## src/chd_pkg.sv

```systemverilog
// Shared constants, types and helpers for the cumulative depth histogram core.
package chd_pkg;

    localparam int DEPTH_BINS = 16384;
    localparam int BIN_AW     = $clog2(DEPTH_BINS);
    localparam int CNT_W      = 21;
    localparam int ACT_W      = 15;
    localparam int DEPTH_W    = 16;
    localparam int INT_W      = 9;
    localparam int STEP_W     = $clog2(INT_W);

    localparam logic [CNT_W-1:0]  CNT_MAX    = {CNT_W{1'b1}};
    localparam logic [ACT_W-1:0]  ACT_RESET  = ACT_W'(10000);
    localparam logic [ACT_W-1:0]  BINS_LIMIT = ACT_W'(DEPTH_BINS);
    localparam logic [BIN_AW-1:0] BIN_LAST   = BIN_AW'(DEPTH_BINS - 1);
    localparam logic [STEP_W-1:0] STEP_LAST  = STEP_W'(INT_W - 1);

    typedef enum logic [1:0] {
        CMD_CLEAR = 2'd0,
        CMD_ADD   = 2'd1,
        CMD_FINAL = 2'd2,
        CMD_QUERY = 2'd3
    } chd_cmd_t;

    typedef enum logic [2:0] {
        ST_INIT,
        ST_IDLE,
        ST_CLEAR,
        ST_ADD,
        ST_FIN_LOAD,
        ST_FIN,
        ST_QRD,
        ST_QDIV
    } chd_state_t;

    typedef struct packed {
        logic             start;
        logic [CNT_W-1:0] dividend;
        logic [CNT_W-1:0] divisor;
    } chd_div_req_t;

    typedef struct packed {
        logic             done;
        logic [INT_W-1:0] quot;
    } chd_div_rsp_t;

    function automatic logic [CNT_W-1:0] sat_add(input logic [CNT_W-1:0] a,
                                                  input logic [CNT_W-1:0] b);
        logic [CNT_W:0] s;
        s = {1'b0, a} + {1'b0, b};
        return s[CNT_W] ? CNT_MAX : s[CNT_W-1:0];
    endfunction

endpackage

```

## src/chd_div.sv

```systemverilog
// Restoring divider producing floor(256 * dividend / divisor), one quotient bit per cycle.
module chd_div (
    input  logic                  clk,
    input  logic                  rst_n,
    input  chd_pkg::chd_div_req_t req,
    output chd_pkg::chd_div_rsp_t rsp
);

    logic                              busy_reg, busy_next;
    logic                              done_reg, done_next;
    logic [chd_pkg::STEP_W-1:0]        step_reg, step_next;
    logic [chd_pkg::CNT_W:0]           rem_reg, rem_next;
    logic [chd_pkg::CNT_W-1:0]         den_reg, den_next;
    logic [chd_pkg::INT_W-1:0]         quot_reg, quot_next;
    logic [chd_pkg::CNT_W:0]           trial;
    logic                              qbit;

    always_ff @(posedge clk or negedge rst_n)
    begin
        if (!rst_n)
        begin
            busy_reg <= 1'b0;
            done_reg <= 1'b0;
            step_reg <= '0;
        end
        else
        begin
            busy_reg <= busy_next;
            done_reg <= done_next;
            step_reg <= step_next;
        end
    end

    always_ff @(posedge clk)
    begin
        rem_reg  <= rem_next;
        den_reg  <= den_next;
        quot_reg <= quot_next;
    end

    always_comb
    begin
        busy_next = busy_reg;
        done_next = 1'b0;
        step_next = step_reg;
        rem_next  = rem_reg;
        den_next  = den_reg;
        quot_next = quot_reg;
        trial     = (step_reg == '0) ? rem_reg : {rem_reg[chd_pkg::CNT_W-1:0], 1'b0};
        qbit      = (trial >= {1'b0, den_reg});
        if (req.start)
        begin
            busy_next = 1'b1;
            step_next = '0;
            rem_next  = {1'b0, req.dividend};
            den_next  = req.divisor;
            quot_next = '0;
        end
        else if (busy_reg)
        begin
            rem_next  = qbit ? (trial - {1'b0, den_reg}) : trial;
            quot_next = {quot_reg[chd_pkg::INT_W-2:0], qbit};
            if (step_reg == chd_pkg::STEP_LAST)
            begin
                busy_next = 1'b0;
                done_next = 1'b1;
            end
            else
            begin
                step_next = step_reg + 1'b1;
            end
        end
    end

    assign rsp.done = done_reg;
    assign rsp.quot = quot_reg;

endmodule

```

## config.mk

```make
export PLATFORM = sky130hd
export DESIGN_NAME = chd_div
export DESIGN_NICKNAME = d
export VERILOG_FILES = /design/src/chd_pkg.sv /design/src/chd_div.sv
export SDC_FILE = /design/constraint.sdc
export NUM_CORES = 1
export LEC_CHECK = 0
export ABC_AREA = 1
export BUFFER_PORTS_ARGS = -buffer_cell sky130_fd_sc_hd__buf_2
export CORE_MARGIN = 1
export CORE_UTILIZATION = 41
export CTS_CLUSTER_SIZE = 24
export DETAILED_ROUTE_END_ITERATION = 8
export GPL_ROUTABILITY_DRIVEN = 0
export PLACE_DENSITY = 0.65
export SLEW_MARGIN = 15
export SYNTH_ARGS = -nofsm -noshare
export SYNTH_HDL_FRONTEND = slang
export SYNTH_SLANG_ARGS = --single-unit
```

## constraint.sdc

```tcl
create_clock -name clk -period 4.2 [get_ports clk]
set_input_delay 1.05 -clock clk [delete_from_list [all_inputs] [get_ports clk]]
set_output_delay 1.05 -clock clk [all_outputs]
set_load 0.005 [all_outputs]
```

==> results list, run 1 <==
* Result of the run: finished clean
- Number of global-route vias before repair: 3977
- Across every metal layer, demand over resource in global routing totals 21.19%.
- # DRC: 0
* Capture point of the worst path: rem_reg[18]$_DFFE_PP_
- Worst reg2reg path endpoint: rem_reg[18]$_DFFE_PP_
- From left edge to right edge, the die measures 105.4 µm.
- Power per unit of standard cell area: between 600 and 700 nW/µm²
- Maximum ir drop on the vdd rail: 0.2663 mV
- The total overflow left after global routing is 0.
- For this block, the routed nets add up to 11210 µm of wire.
* Startpoint of the worst hold path: quot_reg[8]$_SDFFE_PP0P_
- The cell that appears most often on the critical path is nand2_1.
- In this run the count of I/O pins placed on the die edge is 55.
- In the finished design, the share of the clock period the worst path needs comes to 82.78%.
* Startpoint type of the worst setup path: flop
- On the critical path, the stage with the largest delay is an instance of dfrtp_1.
- TritonCTS built the clock tree.
* Unrepaired setup endpoints after global routing: false
- Number of instances in the synthesized netlist: 640
- Power share of the combinational group: 59.1%
* Wire length of the first global-routing pass: 18380 µm
- CTS Buf Count: 9
* Part of the Yosys area used for sequential elements: a little under two fifths
- Critical path cell sequence: inv_1 > ha_1 > nand2_2 > o21ai_0 > ha_1 > nand2_1 > inv_1 > nand2_1 > nand3_1 > nand2_1 > nand2_1 > nand2_2 > nand3_4 > nand2_1 > nand2_1 > nand2_1 > nand2_1
- Warning count from the yosys run: 0
* Core Footprint: roughly 10000 µm²
* Total count of max-transition violations in the final report: 0
- Net count, final: ~760
- The register with the most flip-flops in the layout has 22 of them.
- After clock tree synthesis, the clock-pin slew on the worst setup and hold paths is 0.07 ns.
* Hold depth: 2
- Cell internal pwr: 1.788 mW
- Dominant synthesized flop cell: edfxtp_1
- For this design the total switching power over the nets is around 1.6 mW.
* WP buf/inv: 2
- Row generation in the floorplan step produced 37 rows.
- The number of antenna diodes in the final layout is 0.
- The final route contains 4226 vias.
- The largest total area in the synthesized netlist belongs to edfxtp_1.
* Root Driver: clkbuf_8
- The first detailed-routing pass took 5 iterations.
- Setup TNS: 0 ns
* Worst Path Arrival: 3.59 ns
- Relative area change from synthesis to final layout: 13.45%
- The tool flagged a number of max-cap violations equal to 0.
* FMAX: 287.6 MHz
* Iter 0 DRT Violations: 299
* Number of endpoints failing setup at the final stage: 0
* Register share of total power: between 20% and 30%
- Vertical die dimension: between 100 and 150 µm
* CTS-repair resized insts: 0
- The clock net in this run drives a total of 58 sinks.
- Via density per instance: roughly 5.1
- H-tree depth: 3
* Number of antenna violations at the first check in global routing: 0
- WL per Instance: between 10 and 15 µm
- Final critical-path required period: 3.477 ns
- HPWL reported at the end of detailed placement: about 8300 µm
- Die Footprint: ~11000 µm²
- Post-synthesis register bit count: 58
- Worst reg2reg setup slack: 0.72 ns
* Clock power frac: 15.8%
* Clock latency reported for the late side of the worst-skew pair: 0.35 ns
- Synth Cell Area: roughly 4400 µm²
* Launching point of the worst reg2reg path: step_reg[0]$_DFFE_PN0P_
- The layout has 1049 filler cells.
- Instance count on the critical path: 17
- Ratio of cells with drive above 1 in the final layout: 12.91%
* Number of synthesized flops with an enable pin: 42
* Cells taking the most area after synthesis: edfxtp_1 29%, nand2_1 19%, inv_1 11%, ha_1 6.6%, dfxtp_1 4.6%
* Path category of the worst min-delay check: flop to flop
- Syn Nets: 709
- Maximum cell stage delay along the critical path: 0.41 ns
- A synthesized cell averages 6.844 µm².
* Number of buffers inserted by hold repair at cts: 0
- STA puts the critical path data required time at around 4.3 ns.
- CTS Buffer Depth: 2
* Number of nets still failing antenna checks after routing: 0
- Of all flip-flops after synthesis, the portion carrying an async set or reset was 10.34%.
* Post-synthesis cell type count: 35
* Fraction of synthesized cell area taken by the top area cell type: 28.79%
- Maximum fanout count along the critical path: 41
- Measured against its own limit, the worst slew margin works out to between 30% and 40%.
- Summed over all cells, the static leakage comes to approximately 2.7 nW.
- The initial utilization of the core area, before any placement, comes to 42.43%.
- Transition at the pin with the smallest max-transition slack: 0.9964 ns
- Final hold analysis gives a worst-case slack of around 0.47 ns.
- Critical setup path kind: flop to flop
- Switch share: 47.81%
- Final count of hold timing violations: 0
* Element type at the critical path end: flop
- The number of setup buffers added after CTS is 0.
- Clock skew on the completed layout was measured at 0.005511 ns.
* Port-buffer cells: 54
- Gate family responsible for the most delay along the worst path: simple AND/OR/NAND/NOR gates
- Measured in cells, the most critical reg-to-reg path has a length of 17.
- Entering global routing, the biggest net connects between 40 and 50 pins.
* Startpoint of the most critical setup path: step_reg[0]$_DFFE_PN0P_
-- through the flow --
step                utilization, %  total power [mW]  instances  instance area (µm²)  setup slack [ns]
floorplan                        -             2.411        640                 4380             1.454
global placement             46.10             2.819        817                 4760            0.8739
detailed placement           46.10             2.841        817                 4760            0.7554
CTS                          48.14             3.395        833                 4970            0.7456
global route                 48.14             3.727        833                 4970            0.3625
finish                       48.14             3.426        833                 4970            0.7233
-- power groups by stage --
stage / sequential, mW / clock, mW / combinational, mW
2_1_floorplan: 0.847 / 0 / 1.56
3_3_place_gp: 0.869 / 0 / 1.95
3_5_place_dp: 0.870 / 0 / 1.97
4_1_cts: 0.858 / 0.548 / 1.99
5_1_grt: 0.875 / 0.567 / 2.29
6_report: 0.860 / 0.540 / 2.03
-- worst min path at each step --
stage | endpoint | slack, ns
after floorplan | quot_reg[8]$_SDFFE_PP0P_ | 0.45
after global placement | quot_reg[8]$_SDFFE_PP0P_ | 0.45
after detailed placement | quot_reg[8]$_SDFFE_PP0P_ | 0.46
after CTS | quot_reg[8]$_SDFFE_PP0P_ | 0.48
after global routing | step_reg[0]$_DFFE_PN0P_ | 0.50
final | quot_reg[8]$_SDFFE_PP0P_ | 0.47
-- cells in the mapped netlist, types with 3 or more instances --
library cell	n
ha_1	23
xnor2_1	7
buf_4	3
clkbuf_1	8
dfrtp_1	6
nor2_1	39
a21oi_1	15
dfxtp_1	10
inv_1	134
o22ai_1	6
nand4_1	25
nand3_1	35
o21ai_0	28
nand2_1	218
buf_2	4
nor3_1	3
nand3b_1	5
edfxtp_1	42
xor2_1	3
nand2_2	5
-- cell usage in the layout (no fill, tap or decap), types with 6 or more instances in the layout --
master      n
dfxtp_1    10
dfrtp_1     6
nand4_1    25
o21ai_0    28
ha_1       23
buf_2      54
nand2_1   218
a21oi_1    15
xnor2_1     7
o22ai_1     6
nand3_1    35
inv_1     134
edfxtp_1   42
clkbuf_8   12
nor2_1     39
-- kinds of logic after synthesis --
family | after synthesis | share of synthesized area (%)
compound gates | 55 | 6.741
xor+xnor | 10 | 2.000
fa+ha+maj | 24 | 7.027
buf+inv | 154 | 13.91
flops | 58 | 36.79
simple gates | 339 | 33.53
-- layout make-up --
| cell class | instances | area [µm²] | area share [%] |
|---|---|---|---|
| timing repair buffer | 59 | 307.8 | 6.193 |
| clock buffer | 14 | 193.9 | 3.902 |
| tap | 136 | 170.2 | 3.424 |
| sequential | 58 | 1612 | 32.43 |
| multi-input combinational | 428 | 2160 | 43.45 |
| inverter | 136 | 510.5 | 10.27 |
| clock inverter | 2 | 16.27 | 0.3273 |
-- per-layer routing --
layer  global-route usage (%)  vias to the layer above  routed length (µm)
li1                         -                     2111                   -
met1                    28.81                     1929                5242
met2                    32.57                      166                4929
met3                    3.896                       20                 756
met4                    9.859                        0                 278
met5                        0                        -                   0
-- tightest hold or removal path: stages (launching register included) --
cell and delay (ns):
dfxtp_1 0.34, nand2_1 0.05, o21ai_0 0.05
Note: power is estimated with default switching activity, not from simulation.
==> inputs of run 2 (changes only) <==
--- a/config.mk
+++ b/config.mk
@@ -12,7 +12,7 @@
 export CTS_CLUSTER_SIZE = 24
 export DETAILED_ROUTE_END_ITERATION = 8
 export GPL_ROUTABILITY_DRIVEN = 0
-export PLACE_DENSITY = 0.65
+export PLACE_DENSITY = 0.67
 export SLEW_MARGIN = 15
 export SYNTH_ARGS = -nofsm -noshare
 export SYNTH_HDL_FRONTEND = slang
==> constraint.sdc (replaced) <==
create_clock -name clk -period 3.18 [get_ports clk]
set_input_delay 0.795 -clock clk [delete_from_list [all_inputs] [get_ports clk]]
set_output_delay 0.795 -clock clk [all_outputs]
set_load 0.005 [all_outputs]
==> run 2 against run 1 <==
Highest routed layer unchanged. Via count fell by 0.24%. Sequential power rose by 31%. Largest power group unchanged. Final area rose by 4.3%. Critical path depth did not move. Clock skew rose by 0.0087 ns. Fmax rose by 16%. Largest cell class unchanged. Total power rose by 41%. Flip-flop and latch count did not move. Worst hold slack got worse by 0.22 ns.
==> results list, run 2 (synthesis gave the netlist of run 1 again) <==
- The run finished with clean final reports.
- The count of final max-slew check failures was 0 (unchanged).
- Pin count of the biggest net entering global routing: 43 (-2.3%)
* Total placed instance area: 4810 µm² (+1.1%)
- Worst reg2reg setup slack: 0.19 ns (-0.54 ns)
- Chip width: 105.4 µm (unchanged)
* Leading cell types in the layout, fill and taps excluded: 217 x nand2_1, 134 x inv_1, 54 x buf_2
- Site row count: 37 (unchanged)
- The number of search-and-repair iterations in the first detailed-routing pass was 5 (unchanged).
* Max-cap violations: 0 (unchanged)
* Number of cells after detailed placement: 822 (+0.61%)
- Final core utilization: 50.22% (+2.1 points)
- The I/O pin count was 55 (unchanged).
- Among the stages of the critical path, the cell type that occurs most often is nand2_1.
* WL per Instance: 13.53 µm (+0.54%)
- The critical path ends at rem_reg[6]$_DFFE_PP_.
- The depth of the worst register-to-register path is 17 (unchanged).
- The total wire length after detailed routing was 11480 µm (+2.5%).
* CTS Buffer Depth: 2 (unchanged)
- Clock tree synthesis selected as its root buffer the cell clkbuf_8.
* Final count of hold timing violations: 0 (unchanged)
* Core Footprint: 10320 µm² (unchanged)
- The max-slew headroom at the worst pin was 61.59% (+28 points).
- HPWL reported at the end of detailed placement: 8371 µm (+0.82%)
- Ratio of cells with drive above 1 in the final layout: 16.27% (+3.4 points)
* Launching point of the worst reg2reg path: step_reg[0]$_DFFE_PN0P_
- The count of final setup violators came to 0 (unchanged).
* Path category of the worst min-delay check: primary input to asynchronous set/reset pin
- The starting utilization of the core area is 42.43% (unchanged).
- The number of vias per cell is 4.966 (-2.1%).
* Maximum cell stage delay along the critical path: 0.40 ns (about the same)
- The total DRC errors in the routed layout is 0 (unchanged).
* Relative area change from synthesis to final layout: 18.37%
- The first-iteration detailed-routing DRC count came to 383 (+28%).
- The first-pass GRT wire length was 18690 µm (+1.7%).
* Clock Skews: 0.01418 ns (+0.008672 ns)
* FMAX: 333.9 MHz (+16%)
- H-tree depth: 3 (unchanged)
- On the critical path, the stage with the largest delay is an instance of dfrtp_1.
- Cell leakage power: 2.775 nW (+4.0%)
* Vertical die dimension: 105.4 µm (unchanged)
* Filler cells: 1006 (-4.1%)
* Number of global-route vias before repair: 4086 (+2.7%)
* Element type at the critical path end: flop
- Area of the multi-input gates: 2211 µm² (+2.4%)
* Port-buffer cells: 54 (unchanged)
- Total inserted antenna cells: 0 (unchanged)
* Maximum ir drop on the vdd rail: 0.3681 mV (+38%)
- Setup repair after global routing could not meet its margin everywhere.
- The number of cells in the finished layout apart from fillers was 849 (+1.9%).
- The critical path data required time came to 3.29 ns (-1.02 ns).
* Max FFs per register: 22 (unchanged)
* Maximum fanout count along the critical path: 20 (-51%)
- The worst setup path is launched from a flop.
- The antenna violation net count after detailed routing is 0 (unchanged).
* Clk sinks: 58 (unchanged)
- The area of the die was 11100 µm² (unchanged).
- TritonCTS clock tree: done
* Power per unit of standard cell area: 933.5 nW/µm² (+35%)
- The total grt overflow came to 0 (unchanged).
- Clock-pin transition on the worst setup and hold timing paths: 0.07 ns (about the same)
* Final critical-path required period: 2.995 ns (-0.4819 ns)
- Net count, final: 777 (+2.1%)
- Critical setup path kind: flop to flop
- The endpoint identified for the worst register-to-register timing path is rem_reg[6]$_DFFE_PP_.
* Clock latency reported for the late side of the worst-skew pair: 0.36 ns (about the same)
* Leading cell type in the layout, fill and taps excluded: nand2_1
* Number of antenna violations at the first check in global routing: 0 (unchanged)
- The vias after detailed routing was 4216 (-0.24%).
* Ratio of final minimum period to clock period: 94.18% (+11 points)
- CTS Buf Count: 9 (unchanged)
* FF/Latch Area: 1612 µm² (unchanged)
* Critical path cell sequence: inv_1 > ha_1 > nand2_2 > clkbuf_16 > nand2_1 > o21ai_0 > ha_1 > nand2_1 > inv_1 > nand2_1 > nor3_2 > nand3_2 > nand3_4 > buf_12 > nand2_1 > nand3_1 > nand2_1
* Area of all placed cells without fillers: 5185 µm² (+4.3%)
- Transition at the pin with the smallest max-transition slack: 0.5726 ns (-0.4238 ns)
- Worst Path Arrival: 3.10 ns (-0.49 ns)
- Global Route Usage Sum: 21.49% (+0.30 points)
- Tracing the worst setup path back leads to its startpoint at step_reg[0]$_DFFE_PN0P_.
run 2: repair_timing:
item / 4_1_cts / 5_1_grt
setup buffers: 0 / 10
hold endpoints to repair: 0 / 0
setup endpoints to repair: 0 / 23
hold buffers: 0 / 0
gates resized for setup: 0 / 32
run 2: worst min path at each step:
stage | startpoint | end | slack, ns | cells past startpoint
floorplan | quot_reg[8]$_SDFFE_PP0P_ | quot_reg[8]$_SDFFE_PP0P_ | 0.45 | 2
global placement | quot_reg[8]$_SDFFE_PP0P_ | quot_reg[8]$_SDFFE_PP0P_ | 0.44 | 2
detailed placement | quot_reg[8]$_SDFFE_PP0P_ | quot_reg[8]$_SDFFE_PP0P_ | 0.45 | 2
CTS | rst_n | step_reg[2]$_DFFE_PN0P_ | 0.24 | 1
global route | rst_n | busy_reg$_DFF_PN0_ | 0.24 | 1
finish | rst_n | step_reg[2]$_DFFE_PN0P_ | 0.25 | 1
run 2: area by class of cell:
class                   count  share of cell area (%)
clock buffers              10                   2.654
repair buffers             75                   9.291
flip-flops and latches     58                   31.08
inverters                 136                   9.846
well taps                 136                   3.282
multi-input cells         428                   42.64
clock inverters             6                   1.207
run 2: worst max-delay path, delay by kind of cell (launching register included):
kind                     cells  cell delay [ns]
AND/OR/NAND/NOR             10             1.09
adder cells (fa/ha/maj)      2             0.57
buffers and inverters        4             0.56
flip-flops                   1             0.40
AO/OA/AOI/OAI                1             0.14
run 2: where the power goes:
part           internal, mW  leakage (nW)  switching (mW)  total [mW]
Clock                 0.384         0.107           0.334       0.718
Sequential             1.04         0.591          0.0903        1.13
Combinational          1.13          2.08            1.86        2.99
Total                  2.55          2.78            2.29        4.84
run 2: metal layers:
layer | vias to the layer above | wire (µm) | track usage, %
met5 | - | 0 | 0
met4 | 0 | 272 | 9.155
met3 | 26 | 890 | 5.195
met2 | 163 | 5101 | 33.22
met1 | 1879 | 5219 | 28.59
li1 | 2148 | - | -
run 2: metrics by stage:
| stage | hold slack (ns) | power (mW) | setup WS, ns | TNS, ns |
|---|---|---|---|---|
| after global routing | 0.2415 | 5.277 | -0.02607 | -0.07564 |
| final | 0.2516 | 4.840 | 0.1852 | 0 |
| after detailed placement | 0.4466 | 3.800 | 0.05421 | 0 |
| after CTS | 0.2371 | 4.537 | 0.04364 | 0 |
| after global placement | 0.4420 | 3.762 | 0.1640 | 0 |
| after floorplan | 0.4517 | 3.184 | 0.4343 | 0 |
==> inputs of run 3 (changes only) <==
--- a/config.mk
+++ b/config.mk
@@ -8,11 +8,11 @@
 export ABC_AREA = 1
 export BUFFER_PORTS_ARGS = -buffer_cell sky130_fd_sc_hd__buf_2
 export CORE_MARGIN = 1
-export CORE_UTILIZATION = 41
+export CORE_UTILIZATION = 51
 export CTS_CLUSTER_SIZE = 24
 export DETAILED_ROUTE_END_ITERATION = 8
 export GPL_ROUTABILITY_DRIVEN = 0
-export PLACE_DENSITY = 0.67
+export PLACE_DENSITY = 0.79
 export SLEW_MARGIN = 15
 export SYNTH_ARGS = -nofsm -noshare
 export SYNTH_HDL_FRONTEND = slang
==> run 3 against run 2 <==
First-iteration DRC count increased by 74%. Routed wire length rose by 4.9%. Die area is 19% lower. Largest power group unchanged. Global-route usage increased by 5.4 points. Largest cell class unchanged. Via count rose by 5.6%.
==> results list, run 3 (synthesis gave the netlist of run 1 again) <==
- The vias after detailed routing came to 4452 (+5.6%).
- Post-Place Setup Slack: 0.1235 ns (+0.06929 ns)
- Maximum cell stage delay along the critical path: 0.42 ns (+0.02 ns)
- The count of final setup violators is 0 (unchanged).
- Number of antenna violations at the first check in global routing: 0 (unchanged)
- The number of hold violations in the final report was 0 (unchanged).
- Iter 0 DRT Violations: 666 (+74%)
- Maximum fanout count along the critical path: 20 (unchanged)
- FMAX: 327.5 MHz (-1.9%)
- Ratio of final minimum period to clock period: 96.01% (+1.8 points)
- The run finished with clean final reports.
- The total CTS buffers came to 9 (unchanged).
- STA classifies the critical path endpoint as a flop.
- HPWL reported at the end of detailed placement: 8351 µm (-0.24%)
* Worst reg2reg path endpoint: rem_reg[12]$_DFFE_PP_
* Worst hold slack: 0.2592 ns (+0.007600 ns)
- Total placed instance area: 4771 µm² (-0.81%)
- Power per unit of standard cell area: 956.7 nW/µm² (+2.5%)
- Most Frequent Cell on Critical Path: nand2_1
- The core box area came to 8258 µm² (-20%).
- Startpoint type of the worst setup path: flop
- CP required: 3.29 ns (about the same)
* Site row count: 33 (-11%)
* R2R cell count: 17 (unchanged)
* Worst Path Arrival: 3.17 ns (+0.07 ns)
- The setup slack after layout came to 0.1269 ns (-0.05834 ns).
- The clock skew after layout came to 0.01129 ns (-0.002897 ns).
- The hold-fix buffer count after cts is 0 (unchanged).
- The starting utilization of the core area came to 53.05% (+11 points).
- Aggregate global routing overflow: 0 (unchanged)
- Clk sinks: 58 (unchanged)
* Transition at the pin with the smallest max-transition slack: 0.5525 ns (-0.02007 ns)
- The number of port buffers came to 54 (unchanged).
- TritonRoute pass-1 iters: 6 (+1)
- The die width was 94.68 µm (-10%).
* Root Driver: clkbuf_8
* Die Footprint: 8963 µm² (-19%)
- Final critical-path required period: 3.053 ns (+0.05834 ns)
- The core utilization of the finished layout came to 63.11% (+13 points).
- The largest net degree at the start of global routing is 43 (unchanged).
- Area of all placed cells without fillers: 5211 µm² (+0.51%)
* Clock latency reported for the late side of the worst-skew pair: 0.35 ns (about the same)
* Cell leakage power: 2.812 nW (+1.3%)
* Leading cell type in the layout, fill and taps excluded: nand2_1
* Vertical die dimension: 94.68 µm (-10%)
- The min-delay analysis places its worst path in the category primary input to asynchronous set/reset pin.
- Global Route Usage Sum: 26.94% (+5.4 points)
* WL per Instance: 14.67 µm (+8.5%)
- The buffer levels on the longest clock path came to 2 (unchanged).
- Max-cap violations: 0 (unchanged)
* Worst reg2reg setup slack: 0.13 ns (-0.06 ns)
- Max FFs per register: 22 (unchanged)
- In this run the critical register-to-register path is launched from step_reg[0]$_DFFE_PN0P_.
* Leading cell types in the layout, fill and taps excluded: 214 x nand2_1, 133 x inv_1, 54 x buf_2
- The total DRC errors in the routed layout is 0 (unchanged).
- The share of cells above drive strength 1 came to 17.32% (+1.0 points).
- The clock transition at the registers of the reported paths was 0.08 ns (about the same).
- The max-slew headroom at the worst pin is 62.94% (+1.3 points).
- Total count of max-transition violations in the final report: 0 (unchanged)
- Final cell count without fillers: 821 (-3.3%)
- The maximum level of the CTS H-tree is 3 (unchanged).
- Net count, final: 780 (+0.39%)
- Relative area change from synthesis to final layout: 18.97%
- The largest individual stage delay along the critical path comes from the cell dfrtp_1.
- Via density per instance: 5.423 (+9.2%)
* I/O Pins: 55 (unchanged)
- The antenna violation net count after detailed routing is 0 (unchanged).
* Critical setup path kind: flop to flop
* Total inserted antenna cells: 0 (unchanged)
* TritonCTS clock tree: done
- The total wire length after detailed routing is 12050 µm (+4.9%).
- Critical path cell sequence: inv_2 > ha_2 > nand2_2 > clkbuf_16 > nand2_1 > o21ai_0 > ha_1 > nand2_1 > inv_1 > nand2_1 > nor3_2 > nand3_2 > buf_4 > nand3_2 > nand2_1 > nand3_1 > nand2_1
* Maximum ir drop on the vdd rail: 0.4010 mV (+9.0%)
- The first-pass GRT wire length came to 18570 µm (-0.63%).
- The via count of the first global-routing pass was 4063 (-0.56%).
- The total instance count after detailed placement was 791 (-3.8%).
## run 3: cell types whose count changed in the layout (fill, tap and decap cells not counted), moves of 3 or more
cell       change
inv_4          -3
clkbuf_16      +4
nor2_2         +3
nand2_1        -3
o21ai_2        -3
nor2_1         -3
## run 3: worst max path at each step
stage	from	end	slack, ns	depth (start not counted)
floorplan	step_reg[0]$_DFFE_PN0P_	rem_reg[14]$_DFFE_PP_	0.43	19
global placement	step_reg[0]$_DFFE_PN0P_	rem_reg[1]$_DFFE_PP_	0.21	17
detailed placement	step_reg[0]$_DFFE_PN0P_	rem_reg[7]$_DFFE_PP_	0.12	17
CTS	step_reg[0]$_DFFE_PN0P_	rem_reg[7]$_DFFE_PP_	0.08	17
global route	step_reg[0]$_DFFE_PN0P_	rem_reg[5]$_DFFE_PP_	-0.03	17
finish	step_reg[0]$_DFFE_PN0P_	rem_reg[12]$_DFFE_PP_	0.13	17
## run 3: area by class of cell
type | instances | area, µm²
Clock buffer | 14 | 227.7
Sequential cell | 58 | 1612
Clock inverter | 2 | 8.758
Timing Repair Buffer | 77 | 496.7
Tap cell | 105 | 131.4
Inverter | 136 | 510.5
Fill cell | 713 | 3047
Multi-Input combinational cell | 429 | 2225
## run 3: repair_timing
item | 4_1_cts | 5_1_grt
endpoints found under the hold margin | 0 | 0
setup buffers | 0 | 12
gates resized for setup | 0 | 37
endpoints found under the setup margin | 0 | 21
## run 3: layer usage
metal / share of wire (%) / vias to the layer above / GRT usage [%]
met3: 9.6 / 34 / 5.636
met4: 2.6 / 0 / 11.24
met1: 40 / 2016 / 34.10
li1: - / 2149 / -
met5: 0 / - / 0
met2: 48 / 253 / 44.42
## run 3: power breakdown
group | internal [mW] | switching, mW | leakage, nW
Sequential | 1.04 | 0.0933 | 0.591
Combinational | 1.12 | 1.93 | 2.10
Clock | 0.470 | 0.329 | 0.121
## run 3: metrics by stage
stage | total power, mW | setup TNS (ns)
final | 4.986 | 0
after global routing | 5.377 | -0.1062
after CTS | 4.605 | 0
after detailed placement | 3.781 | 0
after global placement | 3.718 | 0
after floorplan | 3.184 | 0
## run 3: critical path, delay by kind of cell, from the launching register on
family,cells,cell delay [ns]
and+or+nand+nor,10,1.09
buffers and inverters,4,0.60
adders and majority gates,2,0.60
DFF,1,0.42
AOI/OAI and AO/OA,1,0.12
